===== src/design/psfq_pkg.sv =====
// shared types, constants and codes for the priority select fifo queue
`default_nettype none
package psfq_pkg;

   localparam int QUEUE_DEPTH = 16;
   localparam int CNT_W       = $clog2(QUEUE_DEPTH + 1);

   localparam logic [1:0] OP_PUSH   = 2'd0;
   localparam logic [1:0] OP_POP    = 2'd1;
   localparam logic [1:0] OP_REMOVE = 2'd2;
   localparam logic [1:0] OP_QUERY  = 2'd3;

   localparam logic [1:0] ST_OK    = 2'd0;
   localparam logic [1:0] ST_FULL  = 2'd1;
   localparam logic [1:0] ST_EMPTY = 2'd2;

   typedef struct packed {
      logic [15:0] id;
      logic [7:0]  priority_level;
      logic [15:0] arrival;
   } entry_type;

   // running result handed from cell to cell during the scan
   typedef struct packed {
      logic        any;
      logic [15:0] earliest;
      logic        first_found;
      logic [15:0] first_id;
      logic        best_found;
      logic [15:0] best_id;
      logic [7:0]  best_priority;
      logic [15:0] best_arrival;
   } acc_type;

   typedef enum logic [1:0] {
      CMD_HOLD,
      CMD_PUSH,
      CMD_SHIFT,
      CMD_COMPACT
   } cell_cmd_type;

   typedef struct packed {
      cell_cmd_type cmd;
      logic         occupied;
      logic         tail;
   } cell_ctl_type;

   localparam entry_type ENTRY_EMPTY = '{default: '0};
   localparam acc_type   ACC_EMPTY   = '{default: '0};

endpackage
`default_nettype wire


===== src/design/psfq_cell.sv =====
// one queue slot with its share of the compaction and the scan accumulator
`default_nettype none
module psfq_cell (
   input  wire                     clock,
   input  psfq_pkg::cell_ctl_type  ctl,
   input  psfq_pkg::entry_type     new_entry,
   input  psfq_pkg::entry_type     right_entry,
   input  wire  [15:0]             remove_id,
   input  wire  [15:0]             query_time,
   input  wire                     seen_in,
   output logic                    seen_out,
   input  psfq_pkg::acc_type       prev_acc,
   output psfq_pkg::entry_type     slot_out,
   output psfq_pkg::acc_type       acc_out
);

   psfq_pkg::entry_type slot_ff, slot_in;
   psfq_pkg::acc_type   acc_ff, acc_in;
   logic                match;

   // a match here or anywhere toward the head pulls this slot left
   assign match    = ctl.occupied && (slot_ff.id == remove_id);
   assign seen_out = seen_in | match;

   always_comb begin
      slot_in = slot_ff;
      case (ctl.cmd)
         psfq_pkg::CMD_PUSH: begin
            if (ctl.tail) slot_in = new_entry;
         end
         psfq_pkg::CMD_SHIFT: begin
            slot_in = right_entry;
         end
         psfq_pkg::CMD_COMPACT: begin
            if (seen_out) slot_in = right_entry;
         end
         default: begin
            slot_in = slot_ff;
         end
      endcase
   end

   always_comb begin
      acc_in = prev_acc;
      if (ctl.occupied) begin
         acc_in.any = 1'b1;
         if (!prev_acc.any || slot_ff.arrival < prev_acc.earliest) begin
            acc_in.earliest = slot_ff.arrival;
         end
         if (!prev_acc.first_found && slot_ff.arrival <= query_time) begin
            acc_in.first_found = 1'b1;
            acc_in.first_id    = slot_ff.id;
         end
         if (slot_ff.id != 16'd0 &&
             (!prev_acc.best_found ||
              slot_ff.priority_level > prev_acc.best_priority ||
              (slot_ff.priority_level == prev_acc.best_priority &&
               slot_ff.arrival < prev_acc.best_arrival))) begin
            acc_in.best_found    = 1'b1;
            acc_in.best_id       = slot_ff.id;
            acc_in.best_priority = slot_ff.priority_level;
            acc_in.best_arrival  = slot_ff.arrival;
         end
      end
   end

   always_ff @(posedge clock) begin
      slot_ff <= slot_in;
      acc_ff  <= acc_in;
   end

   assign slot_out = slot_ff;
   assign acc_out  = acc_ff;

endmodule
`default_nettype wire


===== src/design/priority_select_fifo_queue.sv =====
// top level: command sequencer, occupancy count and the row of queue cells
// A request is taken when start is high and busy is low. Push, pop and query pass
// through the apply step, then the scan, in which the result walks through the cell
// row, one cell per cycle, then the result register that drives rsp_strobe. A remove
// repeats the apply step once for each entry it deletes. busy drops in the cycle that
// carries rsp_strobe, so the next request can be taken there. The result is shown
// for exactly one cycle and cannot be held off by the receiver.
`default_nettype none
module priority_select_fifo_queue (
   input  wire         clock,
   input  wire         reset,
   input  wire         start,
   output logic        busy,
   input  wire  [1:0]  req_operation,
   input  wire  [15:0] req_entry_id,
   input  wire  [7:0]  req_entry_priority,
   input  wire  [15:0] req_entry_arrival,
   input  wire  [15:0] req_query_time,
   output logic        rsp_strobe,
   output logic [1:0]  rsp_status,
   output logic [15:0] rsp_popped_id,
   output logic        rsp_best_found,
   output logic [15:0] rsp_best_id,
   output logic [15:0] rsp_earliest_arrival,
   output logic [15:0] rsp_first_arrived_id,
   output logic [4:0]  rsp_entry_count
);

   localparam int D = psfq_pkg::QUEUE_DEPTH;
   localparam int W = psfq_pkg::CNT_W;

   typedef enum logic [1:0] {
      S_IDLE,
      S_EXEC,
      S_SCAN
   } state_type;

   state_type                  state_ff;
   logic [1:0]                 op_ff;
   psfq_pkg::entry_type        new_ff;
   logic [15:0]                qt_ff;
   logic [W-1:0]               count_ff;
   logic [W-1:0]               scan_ff;
   logic [1:0]                 status_ff;
   logic [15:0]                popped_ff;
   logic                       strobe_ff;
   logic [1:0]                 rsp_status_ff;
   logic [15:0]                rsp_popped_ff;
   psfq_pkg::acc_type          rsp_acc_ff;
   logic [W-1:0]               rsp_count_ff;

   psfq_pkg::cell_cmd_type     cmd;
   psfq_pkg::cell_ctl_type     ctl [D];
   psfq_pkg::entry_type        slots [D];
   psfq_pkg::acc_type          accs [D];
   logic [D:0]                 seen;
   logic                       full, empty, accept, any_match;
   logic [W+4:0]               count_ext;

   assign accept    = start && (state_ff == S_IDLE);
   assign full      = (count_ff == W'(D));
   assign empty     = (count_ff == '0);
   assign any_match = seen[D];
   assign seen[0]   = 1'b0;

   always_comb begin
      cmd = psfq_pkg::CMD_HOLD;
      if (state_ff == S_EXEC) begin
         case (op_ff)
            psfq_pkg::OP_PUSH:   if (!full) cmd = psfq_pkg::CMD_PUSH;
            psfq_pkg::OP_POP:    if (!empty) cmd = psfq_pkg::CMD_SHIFT;
            psfq_pkg::OP_REMOVE: cmd = psfq_pkg::CMD_COMPACT;
            default:             cmd = psfq_pkg::CMD_HOLD;
         endcase
      end
   end

   for (genvar i = 0; i < D; i++) begin : g_cell
      psfq_pkg::entry_type right;
      psfq_pkg::acc_type   prev;

      assign ctl[i].cmd      = cmd;
      assign ctl[i].occupied = (W'(i) < count_ff);
      assign ctl[i].tail     = (W'(i) == count_ff);

      if (i == D - 1) begin : g_last
         assign right = psfq_pkg::ENTRY_EMPTY;
      end else begin : g_mid
         assign right = slots[i+1];
      end

      if (i == 0) begin : g_head
         assign prev = psfq_pkg::ACC_EMPTY;
      end else begin : g_body
         assign prev = accs[i-1];
      end

      psfq_cell u_cell (
         .clock       (clock),
         .ctl         (ctl[i]),
         .new_entry   (new_ff),
         .right_entry (right),
         .remove_id   (new_ff.id),
         .query_time  (qt_ff),
         .seen_in     (seen[i]),
         .seen_out    (seen[i+1]),
         .prev_acc    (prev),
         .slot_out    (slots[i]),
         .acc_out     (accs[i])
      );
   end

   always_ff @(posedge clock) begin
      if (reset) begin
         state_ff  <= S_IDLE;
         count_ff  <= '0;
         strobe_ff <= 1'b0;
      end else begin
         strobe_ff <= 1'b0;
         case (state_ff)
            S_IDLE: begin
               if (accept) begin
                  op_ff                 <= req_operation;
                  new_ff.id             <= req_entry_id;
                  new_ff.priority_level <= req_entry_priority;
                  new_ff.arrival        <= req_entry_arrival;
                  qt_ff                 <= req_query_time;
                  status_ff             <= psfq_pkg::ST_OK;
                  popped_ff             <= 16'd0;
                  state_ff              <= S_EXEC;
               end
            end
            S_EXEC: begin
               scan_ff  <= '0;
               state_ff <= S_SCAN;
               case (op_ff)
                  psfq_pkg::OP_PUSH: begin
                     if (full) status_ff <= psfq_pkg::ST_FULL;
                     else      count_ff  <= count_ff + W'(1);
                  end
                  psfq_pkg::OP_POP: begin
                     if (empty) begin
                        status_ff <= psfq_pkg::ST_EMPTY;
                     end else begin
                        popped_ff <= slots[0].id;
                        count_ff  <= count_ff - W'(1);
                     end
                  end
                  psfq_pkg::OP_REMOVE: begin
                     // one matching entry leaves per cycle until none remain
                     if (any_match) begin
                        count_ff <= count_ff - W'(1);
                        state_ff <= S_EXEC;
                     end
                  end
                  default: begin
                     state_ff <= S_SCAN;
                  end
               endcase
            end
            S_SCAN: begin
               scan_ff <= scan_ff + W'(1);
               // last cell holds the full result once every cell has refilled
               if (scan_ff == W'(D)) begin
                  rsp_status_ff <= status_ff;
                  rsp_popped_ff <= popped_ff;
                  rsp_acc_ff    <= accs[D-1];
                  rsp_count_ff  <= count_ff;
                  strobe_ff     <= 1'b1;
                  state_ff      <= S_IDLE;
               end
            end
            default: begin
               state_ff <= S_IDLE;
            end
         endcase
      end
   end

   assign count_ext            = {5'd0, rsp_count_ff};
   assign busy                 = (state_ff != S_IDLE);
   assign rsp_strobe           = strobe_ff;
   assign rsp_status           = rsp_status_ff;
   assign rsp_popped_id        = rsp_popped_ff;
   assign rsp_best_found       = rsp_acc_ff.best_found;
   assign rsp_best_id          = rsp_acc_ff.best_id;
   assign rsp_earliest_arrival = rsp_acc_ff.earliest;
   assign rsp_first_arrived_id = rsp_acc_ff.first_id;
   assign rsp_entry_count      = count_ext[4:0];

endmodule
`default_nettype wire


===== config.mk =====
export PLATFORM = sky130hd
export DESIGN_NAME = priority_select_fifo_queue
export DESIGN_NICKNAME = d
export VERILOG_FILES = /design/src/design/psfq_pkg.sv /design/src/design/psfq_cell.sv /design/src/design/priority_select_fifo_queue.sv
export SDC_FILE = /design/constraint.sdc
export NUM_CORES = 2
export LEC_CHECK = 0
export BUFFER_PORTS_ARGS = -buffer_cell sky130_fd_sc_hd__buf_4
export CAP_MARGIN = 25
export CORE_ASPECT_RATIO = 0.5
export CORE_UTILIZATION = 50
export DETAILED_ROUTE_END_ITERATION = 10
export PLACE_DENSITY = 0.78
export SYNTH_ARGS = -nofsm -noshare
export SYNTH_HDL_FRONTEND = slang
export SYNTH_SLANG_ARGS = --single-unit

===== constraint.sdc =====
create_clock -name clock -period 20.7 [get_ports clock]
set_input_delay 3.105 -clock clock [delete_from_list [all_inputs] [get_ports clock]]
set_output_delay 3.105 -clock clock [all_outputs]
set_load 0.005 [all_outputs]

==> flow_metrics.py <==
metrics = {
    "critical_path": {
        "r2r_end": "g_cell[7].u_cell.slot_out[3]",
        "r2r_start": "count_ff[2]",
        "required_ns": 21.28,
        "slowest_stage": "buf_4",
        "cp_num_buf_inv": 3,
        "crit_family": "buffers and inverters",
        "slowest_delay_ns": 0.84,
        "startpoint_type": "flip-flop",
        "reg2regPathDepth": 9,
        "crit_path_max_fanout": 76,
        "critPathKind": "flip-flop to flip-flop",
        "critPathArrivalTime_ns": 6.23,
        "ff2ff_setup_slack_ns": 15.05,
        "crit_top_cell": "buf_4",
        "critPathCaptureType": "flip-flop",
        "path_cells": "or3_1 -> o21ai_2 -> nor2_1 -> o21a_4 -> buf_4 -> buf_4 -> buf_4 -> nor2b_2 -> a21o_1",
    },
    "layout": {
        "final_common_cell": "dfxtp_1",
        "nets": 9131,
        "syn_to_final_growth_pct": 10.6,
        "layout_common_cells": "dfxtp_1, mux2_2, ha_1",
        "drive_gt1_frac": 0.193,
    },
    "floorplanning": {
        "die_area_sq_um": 192000,
        "die_w_um": 619,
        "start_util": 0.507,
        "rows": 112,
        "die_h_um": 311,
        "io_pins": 135,
        "core-area_sq_um": 188000,
    },
    "drt": {
        "vias": 65760,
        "drt_pre_antenna_iters": 6,
        "drt_iter0_markers": 7755,
        "drt-wirelength-per-cell_um": 24.1,
        "drc": 0,
        "finalWirelength_um": 262000,
        "postRouteAntennaNets": 0,
        "drt-vias-per-instance": 6.03,
    },
    "sta": {
        "rsz0062_at_grt": "no",
        "timing.hold.ws_ns": 0.401,
        "fmax_ghz": 0.177,
        "setup_viol_count_final": 0,
        "clock_skew_ns": 0.0296,
        "drv_slew": 0,
        "min_period_ns": 5.65,
        "worst_slew_pin_slew_ns": 1.27,
        "min_period_over_period": 0.273,
        "slew_headroom": 0.149,
        "final.setup.tns_ns": 0,
        "final-hold-violation-count": 0,
    },
    "synth": {
        "syn_area_sq_um": 95200,
        "yosys_warnings": 0,
        "synth.largest_area_cell": "edfxtp_1",
        "synth_edf_count": 793,
        "ys_seq_area_frac": 0.498,
        "syn_area_per_cell_sq_um": 11.7,
        "yosysTopAreaCellShare": 0.250,
        "synth-async-reset-ratio": 0,
        "synth.area.top_cells": "edfxtp_1, dfxtp_1, ha_1, mux2_2, a21o_1",
        "ys_ff_latch": 1975,
        "synth_cells": 8145,
        "ys.flop_type": "dfxtp_1",
        "netlist-cell-type-count": 94,
        "syn-num-nets": 9046,
    },
    "outcome": {
        "outcome": "complete, no violations",
    },
    "placement": {
        "port-buffer-count": 134,
        "place_hpwl_um": 188000,
        "gp_congestion": 0.943,
    },
    "clock_tree": {
        "cts_root_buffer": "clkbuf_16",
        "clock_path_buffers": 3,
        "cts-htree-levels": 4,
        "cts_made_buffers": 180,
        "cts_tree": "done",
        "post_cts_resized": 0,
        "cts_setup_buffers": 0,
        "clkTransAtPathRegs_ns": 0.06,
        "clk_latency_ns": 0.83,
        "cts_hold_buf": 0,
        "cts_sinks": 1975,
    },
    "pwr": {
        "total_power_uw": 12400,
        "p_leak_uw": 0.0449,
        "p_per_area_nw_per_um2": 118,
        "ir_worst_vdd_uv": 101,
    },
    "worst_hold_path": {
        "whs_endpoint": "rsp_earliest_arrival[12]",
        "worstHoldStart": "g_cell[15].u_cell.acc_out[70]",
        "holdPathStages": 0,
        "hold_class": "flip-flop to flip-flop",
    },
    "global_routing": {
        "grt-ovfl-total": 0,
        "grt_pass1_vias": 64244,
        "antenna_found_initial": 4,
        "grt_max_degree": 101,
        "grt_pass1_wl_um": 395000,
        "grt_util_all_layers": 0.266,
    },
    "run": {
        "max_cap_violations": 0,
    },
}
-- metal layers --
| layer | GRT usage | share of wire |
|---|---|---|
| met1 | 0.380 | 0.43 |
| met3 | 0.0504 | 0.10 |
| met2 | 0.398 | 0.43 |
| met4 | 0.104 | 0.038 |
| met5 | 0 | 0.00014 |
-- worst reg2reg max path, cell delays in order, from the launching register on --
cell,delay (ns)
dfxtp_1,0.82
or3_1,0.61
o21ai_2,0.19
nor2_1,0.15
o21a_4,0.75
buf_4,0.85
buf_4,0.83
buf_4,0.60
nor2b_2,0.33
a21o_1,0.27
-- layout make-up --
| cell class | instances | area, sq um |
|---|---|---|
| diodes | 1 | 2.50 |
| repair buffers | 298 | 2480 |
| inverters | 669 | 2510 |
| flip-flops and latches | 1975 | 47500 |
| fillers | 15065 | 82400 |
| well taps | 2508 | 3140 |
| multi-input cells | 5106 | 43700 |
| clock inverters | 83 | 827 |
| clock buffers | 259 | 5230 |
-- logic make-up (layout without fill, tap and decap cells) --
group / Yosys count / in the layout / share of synthesized area
compound gates: 1723 / 1723 / 0.130
xor+xnor: 260 / 260 / 0.0239
fa+ha+maj: 840 / 840 / 0.110
buf+inv: 1064 / 1309 / 0.0486
flops: 1975 / 1975 / 0.498
mux: 915 / 915 / 0.108
other cells: 0 / 1 / 0
simple gates: 1368 / 1368 / 0.0804
-- synthesized netlist by cell type (45+ instances only) --
master       n
dfxtp_1   1182
o21a_1     123
a22oi_1    100
ha_1       840
nor3_1      63
nor2_1     135
buf_2      161
inv_1      667
mux2_2     904
a21oi_1    187
clkbuf_1   118
xnor2_1    110
nor4_1     115
buf_4       82
nand4_1    135
nand3_1    287
a21o_1     771
nor2b_1    236
o211ai_1    45
and3_1      65
and2_1      90
nand2_1     98
edfxtp_1   793
o221ai_1    68
o21ai_0    140
xor2_1     150
nand2b_1    63
-- power by group --
part	internal (uW)	total (uW)	switching, uW	leakage, uW
clock	1940	3450	1510	0.00299
combinational	1580	3130	1550	0.0248
sequential	5180	5850	667	0.0171
total	8690	12400	3730	0.0449
-- flip-flops by register name, indices dropped and copies added (netlist names), 16 cells and up --
signal	flops
rsp_earliest_arrival	16
new_ff	40
rsp_best_id	16
popped_ff	16
qt_ff	16
rsp_first_arrived_id	16
g_cell.u_cell.slot_out	640
g_cell.u_cell.acc_out	1174
rsp_popped_id	16
-- worst max-delay path by stage --
stage	startpoint	to	slack, ns	cells past startpoint
3_3_place_gp	count_ff[2]	g_cell[12].u_cell.slot_out[0]	15.32	9
3_5_place_dp	count_ff[1]	g_cell[14].u_cell.slot_out[0]	15.23	11
5_1_grt	count_ff[1]	g_cell[7].u_cell.slot_out[3]	14.78	11
4_1_cts	count_ff[2]	g_cell[11].u_cell.slot_out[0]	15.21	9
6_report	count_ff[2]	g_cell[7].u_cell.slot_out[3]	15.05	9
2_1_floorplan	reset	rsp_best_found	11.50	2
-- metrics by stage --
step / setup slack, ns / area, sq um / std cells / util
6_report: 15.05 / 105000 / 10899 / 0.561
5_1_grt: 14.78 / 105000 / 10898 / 0.561
4_1_cts: 15.21 / 105000 / 10879 / 0.559
3_5_place_dp: 15.23 / 99000 / 10537 / 0.527
3_3_place_gp: 15.32 / 98900 / 10529 / 0.526
2_1_floorplan: 11.50 / 95200 / 8145 / -
No activity file was read; power rests on OpenSTA's default activity.
